--- src/hdl/t16sb_pkg.sv ---
// Shared constants, codes and types of the subtile blitter.
`default_nettype none

package t16sb_pkg;

    localparam int SHEET_BYTES = 32768;
    localparam int MAX_BLOCKS = 4096;
    localparam int SHEET_AW = $clog2(SHEET_BYTES);

    localparam int KIND_W = 1;
    localparam int SADDR_W = 15;
    localparam int SBYTE_W = 8;
    localparam int TILE_W = 10;
    localparam int PAL_W = 3;
    localparam int QUAD_W = 2;
    localparam int BLOCK_W = 12;
    localparam int PIX_AW = 20;
    localparam int PIX_VW = 7;
    localparam int BYTE_IDX_W = 5;

    localparam logic [KIND_W-1:0] KIND_LOAD = 1'b0;
    localparam logic [KIND_W-1:0] KIND_RENDER = 1'b1;

    typedef enum logic {
        ST_IDLE,
        ST_RENDER
    } t16sb_state_t;

    typedef struct packed {
        logic [PIX_AW-2:0] addr_hi;
        logic [PAL_W-1:0]  pal;
        logic              hflip;
        logic              last;
        logic              oob;
    } t16sb_byte_ctx_t;

    typedef struct packed {
        logic            issue;
        t16sb_byte_ctx_t ctx;
    } t16sb_rd_req_t;

endpackage

`default_nettype wire

--- src/hdl/t16sb_if.sv ---
// Handshake channel interfaces for the blitter requests and pixel writes.
`default_nettype none


interface t16sb_out_if;
    logic                          valid;
    logic                          ready;
    logic [t16sb_pkg::PIX_AW-1:0]  pixel_address;
    logic [t16sb_pkg::PIX_VW-1:0]  pixel_value;
    logic                          last_pixel;

    modport source (
        output valid, pixel_address, pixel_value, last_pixel,
        input  ready
    );
    modport sink (
        input  valid, pixel_address, pixel_value, last_pixel,
        output ready
    );
endinterface

`default_nettype wire

--- src/hdl/t16sb_emit.sv ---
// Pixel emitter: takes sheet bytes from the RAM and sends two pixels per byte.
`default_nettype none

module t16sb_emit (
    input  wire logic                            clk,
    input  wire logic                            rst_n,
    input  wire t16sb_pkg::t16sb_rd_req_t        req,
    input  wire logic [t16sb_pkg::SBYTE_W-1:0]   rdata,
    output logic                                 can_issue,
    t16sb_out_if.source                          pixels
);

    logic                          rdv_reg;
    t16sb_pkg::t16sb_byte_ctx_t    rctx_reg;

    logic                          hold_valid_reg;
    logic                          hold_phase_reg;
    logic [t16sb_pkg::SBYTE_W-1:0] hold_byte_reg;
    t16sb_pkg::t16sb_byte_ctx_t    hold_ctx_reg;

    logic                          out_valid_reg;
    logic [t16sb_pkg::PIX_AW-1:0]  out_addr_reg;
    logic [t16sb_pkg::PIX_VW-1:0]  out_value_reg;
    logic                          out_last_reg;

    logic                          out_free;
    logic                          hold_move;
    logic                          hold_free;
    logic                          load;
    logic [3:0]                    nibble;

    assign out_free = !out_valid_reg || pixels.ready;
    assign hold_move = hold_valid_reg && out_free;
    assign hold_free = !hold_valid_reg || (hold_move && hold_phase_reg);
    assign load = rdv_reg && hold_free;
    assign can_issue = !rdv_reg || load;
    assign nibble = hold_phase_reg ? hold_byte_reg[7:4] : hold_byte_reg[3:0];

    assign pixels.valid = out_valid_reg;
    assign pixels.pixel_address = out_addr_reg;
    assign pixels.pixel_value = out_value_reg;
    assign pixels.last_pixel = out_last_reg;

    always_ff @(posedge clk or negedge rst_n)
    begin
        if (!rst_n)
        begin
            rdv_reg <= 1'b0;
            hold_valid_reg <= 1'b0;
            hold_phase_reg <= 1'b0;
            out_valid_reg <= 1'b0;
        end
        else
        begin
            rdv_reg <= req.issue || (rdv_reg && !load);
            if (load)
            begin
                hold_valid_reg <= 1'b1;
                hold_phase_reg <= 1'b0;
            end
            else if (hold_move)
            begin
                hold_valid_reg <= !hold_phase_reg;
                hold_phase_reg <= 1'b1;
            end
            if (out_free)
            begin
                out_valid_reg <= hold_valid_reg;
            end
        end
    end

    always_ff @(posedge clk)
    begin
        if (req.issue)
        begin
            rctx_reg <= req.ctx;
        end
        if (load)
        begin
            hold_byte_reg <= rctx_reg.oob ? '0 : rdata;
            hold_ctx_reg <= rctx_reg;
        end
        if (hold_move)
        begin
            out_addr_reg <= {hold_ctx_reg.addr_hi,
                             ~(hold_phase_reg ^ hold_ctx_reg.hflip)};
            out_value_reg <= {hold_ctx_reg.pal, nibble};
            out_last_reg <= hold_ctx_reg.last && hold_phase_reg;
        end
    end

    a_no_overrun: assert property (@(posedge clk) disable iff (!rst_n)
        req.issue |-> can_issue)
        else $error("read issued over an unconsumed byte");

    a_load_starts_low: assert property (@(posedge clk) disable iff (!rst_n)
        load |=> hold_valid_reg && !hold_phase_reg)
        else $error("loaded byte does not start with its low nibble");

    a_low_then_high: assert property (@(posedge clk) disable iff (!rst_n)
        hold_move && !hold_phase_reg |=> hold_valid_reg && hold_phase_reg)
        else $error("high nibble lost after low nibble");

    a_data_from_issue: assert property (@(posedge clk) disable iff (!rst_n)
        $rose(rdv_reg) |-> $past(req.issue))
        else $error("byte marked pending without a read");

endmodule

`default_nettype wire

--- src/flat_wrapper.sv ---
// flat-port wrapper written by rule: the top's interface ports become plain ports
module t16sb_emit_flat 
  (clk, rst_n, req, rdata, can_issue, pixels_valid, pixels_pixel_address, pixels_pixel_value, pixels_last_pixel, pixels_ready);
  t16sb_out_if pixels_i ();
  input  wire logic clk;
  input  wire logic rst_n;
  input  wire t16sb_pkg::t16sb_rd_req_t req;
  input  wire logic [t16sb_pkg::SBYTE_W-1:0] rdata;
  output logic can_issue;
  output wire logic [$bits(pixels_i.valid)-1:0] pixels_valid;
  output wire logic [$bits(pixels_i.pixel_address)-1:0] pixels_pixel_address;
  output wire logic [$bits(pixels_i.pixel_value)-1:0] pixels_pixel_value;
  output wire logic [$bits(pixels_i.last_pixel)-1:0] pixels_last_pixel;
  input wire logic [$bits(pixels_i.ready)-1:0] pixels_ready;
  assign pixels_valid = pixels_i.valid;
  assign pixels_pixel_address = pixels_i.pixel_address;
  assign pixels_pixel_value = pixels_i.pixel_value;
  assign pixels_last_pixel = pixels_i.last_pixel;
  assign pixels_i.ready = pixels_ready;
  t16sb_emit u_core (.clk(clk), .rst_n(rst_n), .req(req), .rdata(rdata), .can_issue(can_issue), .pixels(pixels_i));
endmodule
--- config.mk ---
export PLATFORM = sky130hd
export DESIGN_NAME = t16sb_emit_flat
export DESIGN_NICKNAME = d
export VERILOG_FILES = /design/src/hdl/t16sb_pkg.sv /design/src/hdl/t16sb_if.sv /design/src/hdl/t16sb_emit.sv /design/src/flat_wrapper.sv
export SDC_FILE = /design/constraint.sdc
export NUM_CORES = 1
export LEC_CHECK = 0
export ABC_CLOCK_PERIOD_IN_PS = 6070
export BUFFER_PORTS_ARGS = -buffer_cell sky130_fd_sc_hd__buf_4
export CAP_MARGIN = 0
export CORE_UTILIZATION = 50
export CTS_BUF_LIST = sky130_fd_sc_hd__clkbuf_8
export CTS_CLUSTER_SIZE = 12
export DETAILED_ROUTE_END_ITERATION = 8
export PLACE_DENSITY_LB_ADDON = 0.08
export SYNTH_ARGS = -nofsm -noshare
export SYNTH_HDL_FRONTEND = slang
export SYNTH_SLANG_ARGS = --single-unit
--- constraint.sdc ---
create_clock -name clk -period 6.07 [get_ports clk]
set_input_delay 1.214 -clock clk [delete_from_list [all_inputs] [get_ports clk]]
set_output_delay 1.214 -clock clk [all_outputs]
set_load 0.005 [all_outputs]
After elaboration in Yosys (flattened, before gate mapping)
Cells that the tools add are included.
- memory bits (read-only): 0
- bits in latches: 0
- memories: 0
- memory bits (writable): 0
- output and inout port bits: 30
- flip-flop bits (word level): 89
- $lt $le $gt $ge: 0
- multiplexer cells: 5
- reductions and logical operators: 15
- $add $sub $neg: 0
- shift-type cells: 0
- $mul: 0
- divide/modulo/power cells: 0
- bitwise operators: 2
- equality and inequality tests: 0
- operator list (kind ; count):
    1-bit logical AND ; 5
    1-bit logical NOT ; 5
    1-bit logical OR ; 4
    1-bit 2-to-1 mux ; 4
    4-bit 2-to-1 mux ; 1
    2-bit nonzero test ; 1
    1-bit NOT ; 1
    1-bit XOR ; 1

Depth between registers and ports, before layout
- depth in word-level cells: 9
- depth in mapped cells: 3

Worst setup path before layout
OpenSTA, ideal clock, no wires.
- path kind: input port to flip-flop
- start: input pixels_ready
- end: register u_core.hold_byte_reg[0] (netlist bit) (enable)
- buffers on the path: 0
- stages on the path: 3
- data arrival time: 3068 ps
- slack: 2570 ps
- path through: nand2b_1 -> nand2_1 -> a21oi_1
- cells in the longest elaborated chain, start to end: 5
- ends and longest elaborated chain (what ; line ; RTL):
    from (decl) ; flat_wrapper.sv:14 ; input wire logic [$bits(pixels_i.ready)-1:0] pixels_ready;
    1-bit logical OR ; t16sb_emit.sv:32 ; assign out_free = !out_valid_reg || pixels.ready;
    1-bit logical AND ; t16sb_emit.sv:33 ; assign hold_move = hold_valid_reg && out_free;
    1-bit logical AND ; t16sb_emit.sv:34 ; assign hold_free = !hold_valid_reg || (hold_move && hold_phase_reg);
    1-bit logical OR ; t16sb_emit.sv:34 ;
    1-bit logical AND ; t16sb_emit.sv:35 ; assign load = rdv_reg && hold_free;
    named net u_core.load ; t16sb_emit.sv:29 ; logic load;
    to (signal assigned) ; t16sb_emit.sv:81 ; hold_byte_reg <= rctx_reg.oob ? '0 : rdata;
    to (decl) ; t16sb_emit.sv:18 ; logic [t16sb_pkg::SBYTE_W-1:0] hold_byte_reg;
The timed path passes the listed nets, and every way through them passes these cells.
A chain may end at the register's enable or synchronous reset.

Final worst setup path
- start: input pixels_ready
- end: output can_issue
- cells in the longest elaborated chain, start to end: 6
- ends and longest elaborated chain (what ; line ; RTL):
    1-bit logical OR ; t16sb_emit.sv:32 ;
    1-bit logical AND ; t16sb_emit.sv:33 ;
    1-bit logical AND ; t16sb_emit.sv:34 ;
    1-bit logical OR ; t16sb_emit.sv:34 ;
    1-bit logical AND ; t16sb_emit.sv:35 ;
    1-bit logical OR ; t16sb_emit.sv:36 ; assign can_issue = !rdv_reg || load;
    to (decl) ; flat_wrapper.sv:9 ; output logic can_issue;
Every way passes these cells.

==> run summary <==
The average wire per standard cell is 14.6 um. 67 I/O pins were placed. The synthesized cell area was 0.00285 sq mm. The share of flip-flops with an asynchronous set or reset works out to 4.49%. Once placement finished, the instance area stood at 0.00343 sq mm.

The path class of the tightest hold or removal check is flop to flop. Once the clock tree was built, the setup fixing pass inserted 0 buffers. 0 antenna diodes ended up in the layout. The clock period could shrink to 3230 ps. The largest family of logic cells by synthesized area was simple AND/OR/NAND/NOR gates. Clock-pin slew was measured on the worst setup and hold paths at 80 ps.

At the worst endpoint, the arrival time is 2010 ps. For the floorplan die area, the log shows 0.00600 sq mm. The count of buffering cells on the critical path with inverters included was 2; the number of flops mapped to enable cells by yosys was 85. Each instance of the synthesized netlist takes up on average 24.7 sq um.

The detail route stage leaves a number of antenna-violating nets equal to 0. The total half-perimeter wirelength after legalization and detailed placement is 2.60 mm. Setup repair after global routing left no endpoint under its margin. In the final design database the tool counted 228 nets. In this run the worst setup path begins at pixels_ready. Final-report hold violation count: 0. The top cell types in the final layout, fill and taps aside, are edfxtp_1, buf_4, clkbuf_8.

The run gives 189 sq um as the area taken by multi-input logic gates. Summing the areas of all and, or, nand and nor instances in the mapped netlist gives 3.25% of the synthesized area. The fraction of the mapped netlist area in adder cells is 0%. The sequential fraction of the synthesis area is 93.2%, and the required time at the endpoint of the critical path is 4860 ps. For the number of global-route vias before repair, the log shows 1,278. The capturing element type of the critical path is an output pin. The run gives 0 as the initial antenna violation count. Summing the areas of all xor and xnor instances in the mapped netlist gives 0.308% of the synthesized area.

The top-area cell type share of the netlist area was 89.7%; the post-synth net total was 152. The floorplan row count is 27, and the final worst setup slack is 2840 ps. Nature of the critical path startpoint: an input port. TritonCTS created 9 clock buffers.

In the routed design, unresolved DRC markers number 0. The library cell used most frequently in the layout, excluding fill and tap cells, is edfxtp_1. The detailed router finished its first iteration with 66 violations.

The tools report the maximum buffer depth of the clock tree as 2. The signal on the critical path passes through buf_4 > nand2b_1 > nand2_1 > nand3_1 > buf_4. For this configuration, the core starts out at a cell density of 51.7%. The tools report the end-of-flow core utilization as 66.1%.

For this run the aggregate overflow at the end of global routing stands at 0. The synthesized netlist devotes 1.10% of its cell area to compound gates. Measured in cells, the most critical reg-to-reg path has a length of 2. The endpoint identified for the worst register-to-register timing path is u_core.hold_byte_reg[2]. The hold-fix buffer count after cts is 0.

The core region is 0.00551 sq mm. Global routing used 14.1% of the available tracks. In this run the number of cells on the critical path is 5. The flow ran to the end, and the final reports show no timing, DRC or antenna violations.

Final routed wirelength across all metal layers: 3.91 mm. The weighted congestion reported at the end of routability-driven placement is 0.698. The first global-routing pass estimated 5.78 mm of wire. The H-tree was split into 3 levels.

The run gives 1,275 as the via total after detailed routing. The cell sitting at the root of the clock tree is a clkbuf_8. The run gives 0 as the number of slew-limit violations in the final report. The share of the cycle needed by the critical path after routing was 53.2%.

The run gives 4000 ps as the slack of the worst reg-to-reg path. Of the post-synthesis cell area, the part taken by muxes is 1.58%. Cell accounting for the most synthesized area: edfxtp_1. The tool flagged a number of max-cap violations equal to 0. Most common cell type on the critical path: buf_4. The maximum clock frequency is 0.310 GHz. For this design the ratio of total power to cell area is 414 mW/mm^2. Headroom to the max-slew limit came out at 31.1%. The run gives 202 uV as the maximum ir drop on the vdd rail.

TritonCTS built the clock tree. After technology mapping, the gate count stands at 115. The final sum of negative setup slack was 0 ps.

In the final layout, flip-flops and latches occupy 0.00265 sq mm. From synthesis to final layout, the design area changed by 27.9%. Setup violation total in the final timing report: 0.

The synthesized netlist contains 18 unique library cells. The largest single stage delay on the critical path is 220 ps. Among all stages on the critical path, the largest delay is contributed by nand2_1. At the placement stage, the worst setup path has a slack of 2850 ps. The clock arrives with 6.67 ps of skew.

From left edge to right edge, the die measures 77.4 um. The end point of the critical path was can_issue. The register with the most flip-flops in the layout has 25 of them. In the synthesized netlist the dominant register cell turns out to be edfxtp_1.

In the routed layout, each cell is associated on average with a via count of 4.76. The fraction of layout instances using a drive strength above 1 was 43.9%. Port buffering added 66 buffers. The Yosys step of the flow raised 0 warnings. The kind of cell adding the most delay to the critical path is simple AND/OR/NAND/NOR gates. The vertical extent of the die is 77.4 um. The startpoint of the most critical register-to-register path is u_core.hold_phase_reg.

The later pin in the worst-skew pair is clocked with a latency of 340 ps. The slew of the pin with the lowest slew margin is 1030 ps. The run gives 373 as the count of filler cells inserted in the layout. The kind of critical path is input port to output pin. For this design, the sink count on the clock tree is 89. Along the worst path, the maximum fanout reaches 5. For the largest net degree at the start of global routing, the log shows 33. For the detailed-routing iteration count for the pre-antenna-repair pass, the log shows 4. The final standard cell area without fillers was 0.00364 sq mm.

By area the synthesized netlist is led by edfxtp_1, dfrtp_1, nor2b_1. The number of gates resized after cts is 0, and the static power due to leakage is 1.36 nW. The synthesized flop and latch total is 89.
==> metal layers <==
layer	GRT usage (%)	part of all wire, %
met4	13.4	4.5
met1	13.3	36
met5	0	0
met2	24.5	55
met3	3.41	4.5
==> cell type report <==
cell class	instances	area share (%)
sequential	89	72.9
timing repair buffer	66	13.6
multi-input combinational	24	5.19
clock buffer	9	3.40
tap	72	2.48
clock inverter	7	2.34
inverter	1	0.103
==> report_power, final <==
group / internal [mW] / leakage, nW / switching, mW / total (mW)
Combinational: 0.104 / 0.389 / 0.0973 / 0.201
Sequential: 0.845 / 0.862 / 0.0483 / 0.893
Clock: 0.228 / 0.106 / 0.184 / 0.412
==> stage by stage <==
| step | hold WS, ps | power [mW] | instances |
|---|---|---|---|
| 6_report | 419 | 1.51 | 268 |
| 4_1_cts | 422 | 1.52 | 268 |
| 3_3_place_gp | 401 | 1.10 | 252 |
| 5_1_grt | 421 | 1.57 | 268 |
| 2_1_floorplan | 400 | 0.982 | 115 |
| 3_5_place_dp | 405 | 1.11 | 252 |
==> kinds of logic after synthesis <==
logic type             after synthesis
buffers and inverters                2
multiplexers                         4
AO/OA/AOI/OAI                        4
XOR/XNOR                             1
flip-flops                          89
AND/OR/NAND/NOR                     15
==> worst min-delay path by stage <==
stage / slack, ps / depth (start not counted) / to / startpoint
after floorplan: 400 / 0 / u_core.hold_ctx_reg[10] / u_core.rctx_reg[10]
after global placement: 400 / 0 / u_core.hold_ctx_reg[12] / u_core.rctx_reg[12]
after detailed placement: 400 / 0 / u_core.hold_ctx_reg[21] / u_core.rctx_reg[21]
after CTS: 420 / 0 / u_core.pixels.pixel_address[6] / u_core.hold_ctx_reg[11]
after global routing: 420 / 0 / u_core.pixels.pixel_address[6] / u_core.hold_ctx_reg[11]
final: 420 / 0 / u_core.pixels.pixel_address[6] / u_core.hold_ctx_reg[11]
==> Yosys cell counts, types with 4 or more instances <==
| library cell | instances |
|---|---|
| nor2b_1 | 8 |
| edfxtp_1 | 85 |
| mux2_2 | 4 |
| dfrtp_1 | 4 |
Power figures use the tool's default switching activity.
