<file path="src/hdl/t16sb_pkg.sv">
// Shared constants, codes and types of the subtile blitter.
`default_nettype none

package t16sb_pkg;

    localparam int SHEET_BYTES = 32768;
    localparam int MAX_BLOCKS = 4096;
    localparam int SHEET_AW = $clog2(SHEET_BYTES);

    localparam int KIND_W = 1;
    localparam int SADDR_W = 15;
    localparam int SBYTE_W = 8;
    localparam int TILE_W = 10;
    localparam int PAL_W = 3;
    localparam int QUAD_W = 2;
    localparam int BLOCK_W = 12;
    localparam int PIX_AW = 20;
    localparam int PIX_VW = 7;
    localparam int BYTE_IDX_W = 5;

    localparam logic [KIND_W-1:0] KIND_LOAD = 1'b0;
    localparam logic [KIND_W-1:0] KIND_RENDER = 1'b1;

    typedef enum logic {
        ST_IDLE,
        ST_RENDER
    } t16sb_state_t;

    typedef struct packed {
        logic [PIX_AW-2:0] addr_hi;
        logic [PAL_W-1:0]  pal;
        logic              hflip;
        logic              last;
        logic              oob;
    } t16sb_byte_ctx_t;

    typedef struct packed {
        logic            issue;
        t16sb_byte_ctx_t ctx;
    } t16sb_rd_req_t;

endpackage

`default_nettype wire

</file>
<file path="src/hdl/t16sb_if.sv">
// Handshake channel interfaces for the blitter requests and pixel writes.
`default_nettype none

interface t16sb_in_if;
    logic                            valid;
    logic                            ready;
    logic [t16sb_pkg::KIND_W-1:0]    kind;
    logic [t16sb_pkg::SADDR_W-1:0]   sheet_address;
    logic [t16sb_pkg::SBYTE_W-1:0]   sheet_byte;
    logic [t16sb_pkg::TILE_W-1:0]    tile_id;
    logic [t16sb_pkg::PAL_W-1:0]     palette_number;
    logic                            flip_horizontal;
    logic                            flip_vertical;
    logic [t16sb_pkg::QUAD_W-1:0]    quadrant;
    logic [t16sb_pkg::BLOCK_W-1:0]   block_index;

    modport source (
        output valid, kind, sheet_address, sheet_byte, tile_id, palette_number,
               flip_horizontal, flip_vertical, quadrant, block_index,
        input  ready
    );
    modport sink (
        input  valid, kind, sheet_address, sheet_byte, tile_id, palette_number,
               flip_horizontal, flip_vertical, quadrant, block_index,
        output ready
    );
endinterface


`default_nettype wire

</file>
<file path="src/hdl/t16sb_ctrl.sv">
// Request sequencer: stores sheet bytes and walks the 32 bytes of a subtile.
`default_nettype none

module t16sb_ctrl (
    input  wire logic                               clk,
    input  wire logic                               rst_n,
    t16sb_in_if.sink                                items,
    input  wire logic                               can_issue,
    output t16sb_pkg::t16sb_rd_req_t                req,
    output logic                                    we,
    output logic [t16sb_pkg::SHEET_AW-1:0]          waddr,
    output logic [t16sb_pkg::SBYTE_W-1:0]           wdata,
    output logic [t16sb_pkg::SHEET_AW-1:0]          raddr
);

    t16sb_pkg::t16sb_state_t state_reg, state_next;
    logic [t16sb_pkg::BYTE_IDX_W-1:0] idx_reg, idx_next;

    logic [t16sb_pkg::TILE_W-1:0]  tile_reg;
    logic [t16sb_pkg::PAL_W-1:0]   pal_reg;
    logic                          hflip_reg;
    logic                          vflip_reg;
    logic [t16sb_pkg::QUAD_W-1:0]  quad_reg;
    logic [t16sb_pkg::BLOCK_W-1:0] block_reg;

    logic                          accept;
    logic                          start;
    logic [2:0]                    row;
    logic [1:0]                    col;
    logic [2:0]                    mrow;
    logic [1:0]                    mcol;
    logic [t16sb_pkg::SADDR_W-1:0] src_addr;

    assign accept = items.valid && items.ready;
    assign start = accept && (items.kind == t16sb_pkg::KIND_RENDER)
                   && (32'(items.block_index) < t16sb_pkg::MAX_BLOCKS);

    assign row = idx_reg[4:2];
    assign col = idx_reg[1:0];
    assign mrow = vflip_reg ? ~row : row;
    assign mcol = hflip_reg ? ~col : col;
    assign src_addr = {tile_reg[9:4], row, tile_reg[3:0], col};

    assign we = accept && (items.kind == t16sb_pkg::KIND_LOAD)
                && (32'(items.sheet_address) < t16sb_pkg::SHEET_BYTES);
    assign waddr = t16sb_pkg::SHEET_AW'(items.sheet_address);
    assign wdata = items.sheet_byte;
    assign raddr = t16sb_pkg::SHEET_AW'(src_addr);

    always_ff @(posedge clk or negedge rst_n)
    begin
        if (!rst_n)
        begin
            state_reg <= t16sb_pkg::ST_IDLE;
            idx_reg <= '0;
        end
        else
        begin
            state_reg <= state_next;
            idx_reg <= idx_next;
        end
    end

    always_ff @(posedge clk)
    begin
        if (start)
        begin
            tile_reg <= items.tile_id;
            pal_reg <= items.palette_number;
            hflip_reg <= items.flip_horizontal;
            vflip_reg <= items.flip_vertical;
            quad_reg <= items.quadrant;
            block_reg <= items.block_index;
        end
    end

    always_comb
    begin
        state_next = state_reg;
        idx_next = idx_reg;
        items.ready = 1'b0;
        req.issue = 1'b0;
        req.ctx.addr_hi = {block_reg[11:3], quad_reg[1], mrow, block_reg[2:0],
                           quad_reg[0], mcol};
        req.ctx.pal = pal_reg;
        req.ctx.hflip = hflip_reg;
        req.ctx.last = &idx_reg;
        req.ctx.oob = !(32'(src_addr) < t16sb_pkg::SHEET_BYTES);
        case (state_reg)
            t16sb_pkg::ST_IDLE:
            begin
                items.ready = 1'b1;
                idx_next = '0;
                if (start)
                begin
                    state_next = t16sb_pkg::ST_RENDER;
                end
            end
            t16sb_pkg::ST_RENDER:
            begin
                if (can_issue)
                begin
                    req.issue = 1'b1;
                    idx_next = idx_reg + 1'b1;
                    if (&idx_reg)
                    begin
                        state_next = t16sb_pkg::ST_IDLE;
                    end
                end
            end
            default:
            begin
                state_next = t16sb_pkg::ST_IDLE;
            end
        endcase
    end

endmodule

`default_nettype wire

</file>
<file path="src/flat_wrapper.sv">
// flat-port wrapper written by rule: the top's interface ports become plain ports
module t16sb_ctrl_flat 
  (clk, rst_n, can_issue, req, we, waddr, wdata, raddr, items_valid, items_kind, items_sheet_address, items_sheet_byte, items_tile_id, items_palette_number, items_flip_horizontal, items_flip_vertical, items_quadrant, items_block_index, items_ready);
  t16sb_in_if items_i ();
  input  wire logic clk;
  input  wire logic rst_n;
  input  wire logic can_issue;
  output t16sb_pkg::t16sb_rd_req_t req;
  output logic we;
  output logic [t16sb_pkg::SHEET_AW-1:0] waddr;
  output logic [t16sb_pkg::SBYTE_W-1:0] wdata;
  output logic [t16sb_pkg::SHEET_AW-1:0] raddr;
  input wire logic [$bits(items_i.valid)-1:0] items_valid;
  input wire logic [$bits(items_i.kind)-1:0] items_kind;
  input wire logic [$bits(items_i.sheet_address)-1:0] items_sheet_address;
  input wire logic [$bits(items_i.sheet_byte)-1:0] items_sheet_byte;
  input wire logic [$bits(items_i.tile_id)-1:0] items_tile_id;
  input wire logic [$bits(items_i.palette_number)-1:0] items_palette_number;
  input wire logic [$bits(items_i.flip_horizontal)-1:0] items_flip_horizontal;
  input wire logic [$bits(items_i.flip_vertical)-1:0] items_flip_vertical;
  input wire logic [$bits(items_i.quadrant)-1:0] items_quadrant;
  input wire logic [$bits(items_i.block_index)-1:0] items_block_index;
  output wire logic [$bits(items_i.ready)-1:0] items_ready;
  assign items_i.valid = items_valid;
  assign items_i.kind = items_kind;
  assign items_i.sheet_address = items_sheet_address;
  assign items_i.sheet_byte = items_sheet_byte;
  assign items_i.tile_id = items_tile_id;
  assign items_i.palette_number = items_palette_number;
  assign items_i.flip_horizontal = items_flip_horizontal;
  assign items_i.flip_vertical = items_flip_vertical;
  assign items_i.quadrant = items_quadrant;
  assign items_i.block_index = items_block_index;
  assign items_ready = items_i.ready;
  t16sb_ctrl u_core (.clk(clk), .rst_n(rst_n), .items(items_i), .can_issue(can_issue), .req(req), .we(we), .waddr(waddr), .wdata(wdata), .raddr(raddr));
endmodule
</file>
<file path="config.mk">
export PLATFORM = sky130hd
export DESIGN_NAME = t16sb_ctrl_flat
export DESIGN_NICKNAME = d
export VERILOG_FILES = /design/src/hdl/t16sb_pkg.sv /design/src/hdl/t16sb_if.sv /design/src/hdl/t16sb_ctrl.sv /design/src/flat_wrapper.sv
export SDC_FILE = /design/constraint.sdc
export NUM_CORES = 1
export LEC_CHECK = 0
export CORE_ASPECT_RATIO = 2
export CORE_MARGIN = 4
export CORE_UTILIZATION = 45
export CTS_CLUSTER_SIZE = 10
export DETAILED_ROUTE_END_ITERATION = 12
export DONT_BUFFER_PORTS = 1
export GPL_ROUTABILITY_DRIVEN = 1
export GPL_TIMING_DRIVEN = 0
export PLACE_DENSITY = 0.57
export SYNTH_ARGS = -nofsm -noshare
export SYNTH_HDL_FRONTEND = slang
export SYNTH_SLANG_ARGS = --single-unit
</file>
<file path="constraint.sdc">
create_clock -name clk -period 5.8 [get_ports clk]
set_input_delay 0 -clock clk [delete_from_list [all_inputs] [get_ports clk]]
set_output_delay 0 -clock clk [all_outputs]
set_load 0.005 [all_outputs]
</file>
**After elaboration in Yosys (flattened, before gate mapping)**

Cells that the tools add are included.

- Bits in registers: 35
- Latch bits: 0
- Memory bits (writable): 0
- Memory bits (read-only): 0
- Bits of input ports: 57
- Memories: 0

- Add/subtract/negate cells: 1
- Multiply operators: 0
- Divide/modulo/power cells: 0
- $lt $le $gt $ge: 0
- Equal/unequal tests: 1
- Shifts and indexed selects: 0
- Mux-type cells: 11
- Bitwise gates (word level): 4
- Reductions and logical operators: 4

Operators with widths:

| operator | number |
|---|---|
| 5-bit case mux with 2 select lines | 1 |
| 1-bit two-way mux | 6 |
| 5-bit by 1-bit adder with 5-bit output (second input constant) | 1 |
| 5-bit two-way mux | 1 |
| 5-bit AND reduction | 1 |
| 1-bit logical AND | 3 |
| 3-bit two-way mux | 1 |
| 3-bit inverter | 1 |
| 2-bit two-way mux | 1 |
| 2-bit inequality test (second input constant) | 1 |
| 1-bit inverter | 2 |
| 2-bit inverter | 1 |
| 1-bit case mux with 2 select lines | 1 |

**Longest topological paths before layout**

Gate-level depths: netlist (run 1).

- Depth in word-level cells: 5
- Gate-level depth with buffers: 5
- Depth with buffers taken out: 5

**Worst setup path after synthesis (run 1)**

OpenSTA, ideal clock, no wires.

- Path type: register to register
- Start: reg u_core.state_reg
- End: reg u_core.block_reg[0] (netlist name) (enable)
- Library setup time: 0.415 ns
- Arrival: 1.680 ns
- Data required time: 5.385 ns
- Slack: 3.705 ns
- Cell stages (with the launch flop): 2
- Period minus slack after synthesis: 2.095 ns
- Path through: dfrtp_1 -> nor2_1

- Longest elaborated chain between the ends: 3

RTL lines:

| item | RTL line | source |
|---|---|---|
| start, declared | t16sb_ctrl.sv:16 | `t16sb_pkg::t16sb_state_t state_reg, state_next;` |
| start signal, assigned | t16sb_ctrl.sv:54 | `state_reg <= t16sb_pkg::ST_IDLE;` |
| start signal, assigned | t16sb_ctrl.sv:59 | `state_reg <= state_next;` |
| 1-bit two-way mux | t16sb_ctrl.sv:89 | `case (state_reg)` |
| 1-bit logical AND | t16sb_ctrl.sv:34 | `assign accept = items.valid && items.ready;` |
| 1-bit logical AND | t16sb_ctrl.sv:35 | `assign start = accept && (items.kind == t16sb_pkg::KIND_RENDER)` |
| net u_core.start | t16sb_ctrl.sv:27 | `logic start;` |
| end signal, assigned | t16sb_ctrl.sv:73 | `block_reg <= items.block_index;` |
| end, declared | t16sb_ctrl.sv:24 | `logic [t16sb_pkg::BLOCK_W-1:0] block_reg;` |

The timed path passes the listed nets, and every way through them passes these cells.
A chain may end at the register's enable or synchronous reset.

**Final worst setup path (run 1)**

- Start: reg u_core.idx_reg[0] (netlist name)
- End: reg u_core.idx_reg[4] (netlist name)

- Longest elaborated chain between the ends: 3

RTL lines:

| item | RTL line | source |
|---|---|---|
| start, declared | t16sb_ctrl.sv:17 | `logic [t16sb_pkg::BYTE_IDX_W-1:0] idx_reg, idx_next;` |
| start signal, assigned | t16sb_ctrl.sv:60 | `idx_reg <= idx_next;` |
| 5-bit by 1-bit adder with 5-bit output | t16sb_ctrl.sv:104 | `idx_next = idx_reg + 1'b1;` |
| 5-bit two-way mux | t16sb_ctrl.sv:101 | `if (can_issue)` |
| 5-bit case mux with 2 select lines | t16sb_ctrl.sv:89 |  |

Every way passes these cells. The select of a mux whose other input is x is not followed.

==> results of run 1 <==
## synth_stat cells (all sizes together)
cell type and count:
dfrtp 6, ha 2, nor3b 1, xor2 5, and3 1, nand2 2
mux2i 3, xnor2 1, inv 1, a22oi 1, a21oi 1, nand4 1
edfxtp 29, nand2b 1, a21bo 1, buf 26, and2 1, nor2 4
nand3b 1, conb 1
## final cells by class
cell class,count,area [µm²]
Buffer,26,199
Clock buffer,7,76.3
Clock inverter,1,5.00
Fill cell,231,1110
Inverter,1,3.75
Multi-Input combinational cell,27,216
Sequential cell,35,1020
Tap cell,30,37.5
Timing Repair Buffer,33,348
## metrics by stage
| stage | std cells | setup WS, ns |
|---|---|---|
| after floorplan | 89 | 3.71 |
| after global placement | 119 | 3.31 |
| after detailed placement | 120 | 4.30 |
| after CTS | 160 | 4.29 |
| after global routing | 160 | 4.21 |
| final | 160 | 4.30 |
## worst max-delay path: stages, from the launching register on
cell and delay (ns):
dfrtp_1 0.46, ha_1 0.27, and3_1 0.19, ha_1 0.27
mux2i_1 0.14, nor2_1 0.06
## cell families (layout without fill, tap and decap cells)
kind of cell | after synthesis | in the layout | share of synthesized area
simple gates | 12 | 12 | 0.0496
buf+inv | 27 | 68 | 0.141
fa+ha+maj | 2 | 2 | 0.0174
other cells | 1 | 1 | 0.00261
compound gates | 3 | 3 | 0.0218
mux | 3 | 3 | 0.0209
flops | 35 | 35 | 0.710
xor+xnor | 6 | 6 | 0.0366
## repair_timing
item,in CTS,in global routing
endpoints found under the setup margin,0,0
hold endpoints to repair,36,0
hold buffers,32,0
## power by group through the flow
stage / combinational, mW / sequential (mW) / clock, mW
floorplan: 0.0757 / 0.329 / 0
global placement: 0.0851 / 0.337 / 0
detailed placement: 0.0935 / 0.339 / 0
CTS: 0.111 / 0.334 / 0.170
global route: 0.122 / 0.338 / 0.183
finish: 0.108 / 0.332 / 0.163
## final timing paths
path,from,end
min in group asynchronous,rst_n,u_core.idx_reg[2]$_DFFE_PN0P_
max in group asynchronous,rst_n,u_core.idx_reg[3]$_DFFE_PN0P_
hold / removal,can_issue,u_core.idx_reg[0]$_DFFE_PN0P_
hold reg to reg,u_core.idx_reg[3]$_DFFE_PN0P_,u_core.idx_reg[3]$_DFFE_PN0P_
setup / recovery,u_core.idx_reg[0]$_DFFE_PN0P_,u_core.idx_reg[4]$_DFFE_PN0P_
setup reg to reg,u_core.idx_reg[0]$_DFFE_PN0P_,u_core.idx_reg[4]$_DFFE_PN0P_
## routing by layer
metal	vias to the layer above	wire length, µm
met5	-	0
met4	0	51
met3	6	420
met2	59	1770
met1	374	805
li1	362	-
==> results.md, run 1 <==
- Yosys top cell area share: 0.606
- Root buf cell: clkbuf_8
- Status: completed
- #FFs+latches synth: 35
- Port Buffers: 0
- Fin nets: 188
- Routability cong.: 0.554
- WP data arrival: 1.66 ns
- Psw: 0.159 mW
- Fmax: 0.669 GHz
- Clock power share: 0.269
- Switch share: 0.264
- Met3 GRT Util: 0.0967
- Setup TNS: 0 ns
- Seq/Total Area, Yosys: 0.710
- Setup crit end kind: register
- GRT overflow: 0
- RSZ-0062 raised after global routing: no
- Area growth from synthesis to layout: 32.6%
- Largest net degree at the start of global routing: 22
- Post-layout util: 0.633
- Syn Area/Cell: 16.2 µm²
- Worst-path clk slew: 0.07 ns
- Max FO, Critical Path: 5
- Syn Nets: 148
- Tcrit/Tclk final: 0.258
- Slew margin rel.: 0.634
- Die area: 0.00422 mm²
- Hold Fails Final Rpt: 0
- Drt initial violations: 4
- Pleak: 0.764 nW
- Final min period: 1.50 ns
- Worst-skew pair later-pin latency: 0.28 ns
- CTS buffer count: 5
- Clock Tree Buf Depth: 2
- R2R depth: 5
- Most frequent cells in the layout: dlygate4sd3_1, edfxtp_1, buf_4
- First-pass GRT wire length: 4460 µm
- Initial antenna violation count: 0
- Pwr Total: 0.603 mW
- Comb power frac: 0.180
- DR pass1 iterations: 3
- Antenna cells: 0
- Worst-Margin Slew: 0.548 ns
- Area after DPL: 0.00151 mm²
- Pwr per Cell Area: 316 mW/mm²
- Slack of the worst reg-to-reg path: 4.30 ns
- I/O pin count: 123
- Routed via count: 801
- Final wirelength: 3050 µm
- Top cells by area, synth: edfxtp_1, buf_4, dfrtp_1
- # DRC: 0
- Fin. max-slew vios: 0
- Worst path required time: 5.97 ns
- Worst setup path class: register to register
- Via/cell ratio: 5.01
- GRT Total Usage: 0.154
- CTS tree: done
- CTS Sinks: 35
- Setup Buffers After CTS: 0
- Gr busiest metal: met2
- Yosys top cell by area: edfxtp_1
- H-tree levels: 2
- Post-Syn Instances: 89
- Final setup viols: 0
- Final instance area: 0.00191 mm²
- Routed len/inst: 19.0 µm
- Share of layout cells above drive strength 1: 0.300
- Hold Path Cell Cnt: 3
- Internal power: 0.444 mW
- Max reg flops: 12
- Die W: 48.0 µm
- # resized after CTS: 0
- Synth Cell Area: 0.00144 mm²
- Met2 usage: 0.257
- Hold crit path type: primary input to register
- Commonest non-fill, non-tap cell in the layout: dlygate4sd3_1
- Post-synth cell types: 21
- WHS: 0.0138 ns
- M1 GR Usage: 0.138
- Critical path startpoint category: register
- Vias in the first global route: 912
- Part of the power in registers: 0.551
- Hpwl dp: 2330 µm
- Starting Density: 0.477
- Max rail drop VDD: 0.237 mV
- Worst-case clock skew: 0.00668 ns
- Die H: 87.9 µm
- Synth warnings: 0
- Final ANT Viol Nets: 0
- Core ar.: 0.00301 mm²
- # rows: 28
- Max-cap violations: 0
No activity file was read; power rests on OpenSTA's default activity.
==> run 2: changes to the inputs <==
--- a/config.mk
+++ b/config.mk
@@ -5,6 +5,7 @@
 export SDC_FILE = /design/constraint.sdc
 export NUM_CORES = 1
 export LEC_CHECK = 0
+export ABC_AREA = 1
 export CORE_ASPECT_RATIO = 2
 export CORE_MARGIN = 4
 export CORE_UTILIZATION = 45
@@ -13,7 +14,7 @@
 export DONT_BUFFER_PORTS = 1
 export GPL_ROUTABILITY_DRIVEN = 1
 export GPL_TIMING_DRIVEN = 0
-export PLACE_DENSITY = 0.57
+export PLACE_DENSITY = 0.59
 export SYNTH_ARGS = -nofsm -noshare
 export SYNTH_HDL_FRONTEND = slang
 export SYNTH_SLANG_ARGS = --single-unit
==> constraint.sdc (replaced) <==
create_clock -name clk -period 1.2 [get_ports clk]
set_input_delay 0 -clock clk [delete_from_list [all_inputs] [get_ports clk]]
set_output_delay 0 -clock clk [all_outputs]
set_load 0.005 [all_outputs]
==> results.md, run 2 <==
- Synth Cell Area: 0.00142 mm²
- Root buf cell: clkbuf_8
- Critical path startpoint category: register
- Area growth from synthesis to layout: 37.5%
- FF/Latch Area: 0.00102 mm²
- Worst-skew pair later-pin latency: 0.28 ns
- Ys flop type: edfxtp_1
- #FFs+latches synth: 35
- Initial antenna violation count: 0
- Drt initial violations: 5
- Final min period: 1.27 ns
- # fillers: 245
- Hold Fails Final Rpt: 5
- Vias in the first global route: 930
- CTS Hold Bufs: 30
- Setup TNS: -0.0932 ns
- I/O pin count: 123
- Final setup viols: 3
- Final wirelength: 3210 µm
- Share of layout cells above drive strength 1: 0.352
- DR pass1 iterations: 3
- Hpwl dp: 2230 µm
- Post-Syn Instances: 99
- WHS: -0.123 ns
- Top cells by area, synth: edfxtp_1, buf_4, dfrtp_1
- Critical-path cell list: ha_4, and3_4, ha_4, a21oi_2, or2_1
- Worst path required time: 1.37 ns
- Pwr per Cell Area: 1570 mW/mm²
- Setup crit end kind: register
- Seq/Total Area, Yosys: 0.718
- Tcrit/Tclk final: 1.05
- Hold crit path type: primary input to register
- Worst setup path class: register to register
- CTS buffer count: 5
- Crit path buf inv count: 0
- Die area: 0.00418 mm²
- Worst-case clock skew: 0.00543 ns
- Routed len/inst: 18.7 µm
- Max-cap violations: 0
- Die H: 87.5 µm
- Max reg flops: 12
- Pleak: 0.775 nW
- Synth warnings: 0
- H-tree levels: 2
- Max rail drop VDD: 0.918 mV
- Synth cell count leaders: edfxtp_1, buf_4, nand2_1
- Clock Tree Buf Depth: 2
- Crit path top cell by count: ha_4
- Most frequent cells in the layout: dlygate4sd3_1, edfxtp_1, buf_4
- Routability cong.: 0.555
- Syn Area/Cell: 14.4 µm²
- Status: complete, but fails checks
- Syn Nets: 158
- Antenna cells: 0
- Fmax: 0.790 GHz
- Slowest CP cell: dfrtp_2
- Largest net degree at the start of global routing: 16
- Asr flop ratio synth: 0.171
- Family with the most delay on the worst path: flip-flops
- Die W: 47.7 µm
- Worst setup margin: -0.0658 ns
- Post-layout util: 0.649
- Cell with the most instances after synthesis: edfxtp_1
- Post-synth cell types: 16
- First-pass GRT wire length: 4370 µm
- GRT overflow: 0
- Multi-input logic area: 248 µm²
- Place WS: -0.455 ns
- RSZ-0062 raised after global routing: yes
- Max FO, Critical Path: 5
- Routed via count: 860
- CTS tree: done
- Worst-path clk slew: 0.07 ns
- Starting Density: 0.472
- Core ar.: 0.00301 mm²
- Commonest non-fill, non-tap cell in the layout: dlygate4sd3_1
- Yosys top cell by area: edfxtp_1
- GRT Total Usage: 0.157
- CTS Sinks: 35
- Critical path's largest stage delay: 0.44 ns
- # DRC: 0
- Via/cell ratio: 5.00
- Fin nets: 200
- Post-synth EDFFs: 29
- Failing checks: hold timing, setup timing
- Port Buffers: 0
- Final ANT Viol Nets: 0
- # rows: 28
- Yosys top cell area share: 0.613
- Fin. max-slew vios: 0
- WP data arrival: 1.43 ns
## run 2: cell types whose count changed in the layout (fill, tap and decap cells not counted), moves of 3 or more
cell	change
nand2_1	+6
inv_1	+5
mux2i_1	-3
nor2_1	+3
## run 2: stage by stage
| stage | power (mW) | hold WS, ns | instances | cell area (µm²) |
|---|---|---|---|---|
| final | 3.06 | -0.123 | 172 | 1950 |
| after floorplan | 2.00 | -0.296 | 99 | 1430 |
| after CTS | 3.11 | -0.142 | 172 | 1950 |
| after global placement | 2.10 | -0.295 | 129 | 1470 |
| after global routing | 3.28 | -0.123 | 172 | 1950 |
| after detailed placement | 2.12 | -0.295 | 129 | 1470 |
## run 2: layout make-up
type,instances,area share
sequential,35,0.524
timing repair buffer,34,0.179
multi-input combinational,34,0.127
buffer,25,0.0960
clock buffer,6,0.0371
tap,30,0.0192
inverter,6,0.0115
clock inverter,2,0.00640
## run 2: kinds of logic (layout without fill, tap and decap cells)
family                   count (synthesis)  count (layout)  share of synthesized area
other                                    1               1                    0.00264
AO/OA/AOI/OAI                            5               5                     0.0229
adder cells (fa/ha/maj)                  2               2                     0.0176
flip-flops                              35              35                      0.718
AND/OR/NAND/NOR                         20              21                     0.0599
buffers and inverters                   31              73                      0.148
XOR/XNOR                                 5               5                     0.0308
## run 2: layer usage
metal,vias to the layer above,wire (µm),global-route usage
li1,388,-,-
met1,405,902,0.137
met2,60,1900,0.275
met3,7,344,0.0704
met4,0,68,0.0809
met5,-,0,0
## run 2: path summary, 6_finish.rpt
| path | start | to | slack, ns | cells after the start |
|---|---|---|---|---|
| setup / recovery | u_core.idx_reg[1]$_DFFE_PN0P_ | u_core.state_reg$_DFF_PN0_ | -0.07 | 5 |
| hold / removal | can_issue | u_core.idx_reg[0]$_DFFE_PN0P_ | -0.12 | 2 |
| setup reg to reg | u_core.idx_reg[1]$_DFFE_PN0P_ | u_core.state_reg$_DFF_PN0_ | -0.07 | 5 |
| hold reg to reg | u_core.idx_reg[1]$_DFFE_PN0P_ | u_core.idx_reg[1]$_DFFE_PN0P_ | 0.63 | 2 |
| max in group asynchronous | rst_n | u_core.idx_reg[1]$_DFFE_PN0P_ | 0.89 | 1 |
| min in group asynchronous | rst_n | u_core.state_reg$_DFF_PN0_ | 0.05 | 1 |
## run 2: timing repair
action	CTS	global route
pin swaps	3	1
gates cloned	1	0
setup buffers	4	0
resized for setup	9	2
endpoints found under the setup margin	32	32
hold endpoints to repair	40	5
## run 2: report_power, final
part           switching [mW]  internal, mW  total (mW)
Combinational           0.259         0.311       0.570
Sequential              0.204          1.49        1.69
Clock                   0.394         0.405       0.798
==> run 3: changes to the inputs <==
--- a/config.mk
+++ b/config.mk
@@ -5,7 +5,6 @@
 export SDC_FILE = /design/constraint.sdc
 export NUM_CORES = 1
 export LEC_CHECK = 0
-export ABC_AREA = 1
 export CORE_ASPECT_RATIO = 2
 export CORE_MARGIN = 4
 export CORE_UTILIZATION = 45
==> results.md, run 3 (synthesis gave the netlist of run 1 again) <==
- Fin nets: 191
- Comb power frac: 0.197
- Tcrit/Tclk final: 1.10
- Hold Fails Final Rpt: 0
- Switch share: 0.268
- WP data arrival: 1.48 ns
- Via/cell ratio: 4.90
- GRT Total Usage: 0.162
- Root buf cell: clkbuf_8
- Final min period: 1.32 ns
- Met3 Wirelength: 244 µm
- Die area: 0.00422 mm²
- # fillers: 238
- Drt initial violations: 16
- Worst setup margin: -0.119 ns
- Share of layout cells above drive strength 1: 0.368
- Met1 Wirelength: 921 µm
- I/O pin count: 123
- H-tree levels: 2
- Met2 wire len: 2140 µm
- CTS tree: done
- Die H: 87.9 µm
- DR pass1 iterations: 2
- Clock power share: 0.252
- Area growth from synthesis to layout: 36.2%
- Fmax: 0.758 GHz
- Worst path required time: 1.36 ns
- Most frequent cells in the layout: dlygate4sd3_1, buf_4, edfxtp_1
- Pleak: 0.769 nW
- # rows: 28
- Max rail drop VDD: 1.11 mV
- Worst-case clock skew: 0.00136 ns
- Final wirelength: 3350 µm
- Routed len/inst: 20.5 µm
- Failing checks: setup timing
- Antenna cells: 0
- Psw: 0.803 mW
- Vias in the first global route: 914
- Worst-skew pair later-pin latency: 0.27 ns
- Max reg flops: 12
- Fin. max-slew vios: 0
- Critical path startpoint category: register
- Internal power: 2.19 mW
- Core ar.: 0.00301 mm²
- Initial antenna violation count: 0
- Routed via count: 798
- Part of the power in registers: 0.551
- RSZ-0062 raised after global routing: yes
- Setup TNS: -0.188 ns
- Starting Density: 0.477
- CTS buffer count: 5
- Hpwl dp: 2420 µm
- Pwr per Cell Area: 1530 mW/mm²
- Die W: 48.0 µm
- Commonest non-fill, non-tap cell in the layout: dlygate4sd3_1
- Routability cong.: 0.592
- CTS Sinks: 35
- Hold crit path type: primary input to register
- Final setup viols: 2
- Largest net degree at the start of global routing: 16
- Worst-path clk slew: 0.06 ns
- Max-cap violations: 0
- Clock Tree Buf Depth: 2
- Setup crit end kind: register
- Worst setup path class: register to register
- Status: complete, but fails checks
- # DRC: 0
- Place WS: -0.247 ns
- First-pass GRT wire length: 4530 µm
- Max FO, Critical Path: 5
- GRT overflow: 0
- Port Buffers: 0
- Final ANT Viol Nets: 0
- DR top layer: met4
run 3: cell count changes in the layout (fill, tap and decap cells not counted), moves of 3 or more:
cell and delta:
buf_4 +3, inv_1 -5, mux2i_1 +3, nand2_1 -6
nor2_1 -3
run 3: power by group through the flow:
stage | clock network, mW | logic, mW | registers [mW]
floorplan | 0 | 0.399 | 1.63
global placement | 0 | 0.464 | 1.67
detailed placement | 0 | 0.485 | 1.68
CTS | 0.793 | 0.604 | 1.65
global route | 0.860 | 0.675 | 1.68
finish | 0.755 | 0.590 | 1.65
run 3: per-stage QoR:
stage | utilization | cells | total power [mW] | hold WS, ns | cell area (µm²)
6_report | 0.650 | 163 | 2.99 | 0.0237 | 1960
5_1_grt | 0.650 | 163 | 3.21 | 0.0285 | 1960
4_1_cts | 0.650 | 163 | 3.05 | 0.0155 | 1960
3_5_place_dp | 0.503 | 119 | 2.16 | -0.295 | 1520
3_3_place_gp | 0.503 | 119 | 2.13 | -0.295 | 1520
2_1_floorplan | - | 89 | 2.03 | -0.296 | 1480
run 3: final timing paths:
check	startpoint	end	slack, ns	depth (start not counted)
min in group asynchronous	rst_n	u_core.idx_reg[3]$_DFFE_PN0P_	0.04	1
max in group asynchronous	rst_n	u_core.idx_reg[1]$_DFFE_PN0P_	0.91	1
max reg2reg	u_core.idx_reg[0]$_DFFE_PN0P_	u_core.idx_reg[4]$_DFFE_PN0P_	-0.12	5
min reg2reg	u_core.idx_reg[3]$_DFFE_PN0P_	u_core.idx_reg[3]$_DFFE_PN0P_	0.64	2
max	u_core.idx_reg[0]$_DFFE_PN0P_	u_core.idx_reg[4]$_DFFE_PN0P_	-0.12	5
min	can_issue	u_core.idx_reg[0]$_DFFE_PN0P_	0.02	3
run 3: critical path: stages (launching register included):
cell and delay, ns:
dfrtp_2 0.47, ha_4 0.19, and3_4 0.18, ha_4 0.20, mux2i_1 0.12, nor2_1 0.05
run 3: final cells by class:
type	count	area (µm²)	area share
Inverter	1	3.75	0.00192
Clock buffer	6	72.6	0.0371
Tap cell	30	37.5	0.0192
Sequential cell	35	1020	0.523
Clock inverter	2	7.51	0.00383
Multi-Input combinational cell	28	263	0.134
Timing Repair Buffer	35	350	0.179
Buffer	26	199	0.102
run 3: per-layer routing:
metal  global-route usage  up-vias
met1                0.135      377
li1                     -      369
met2                0.309       48
met3               0.0535        4
met5                    0        -
met4               0.0662        0
run 3: timing repair:
action	CTS	global route
cloned	1	0
pin swaps	4	1
hold endpoints to repair	35	0
hold buffers	30	0
resized for setup	1	0
endpoints found under the setup margin	32	3
buffers inserted	5	0
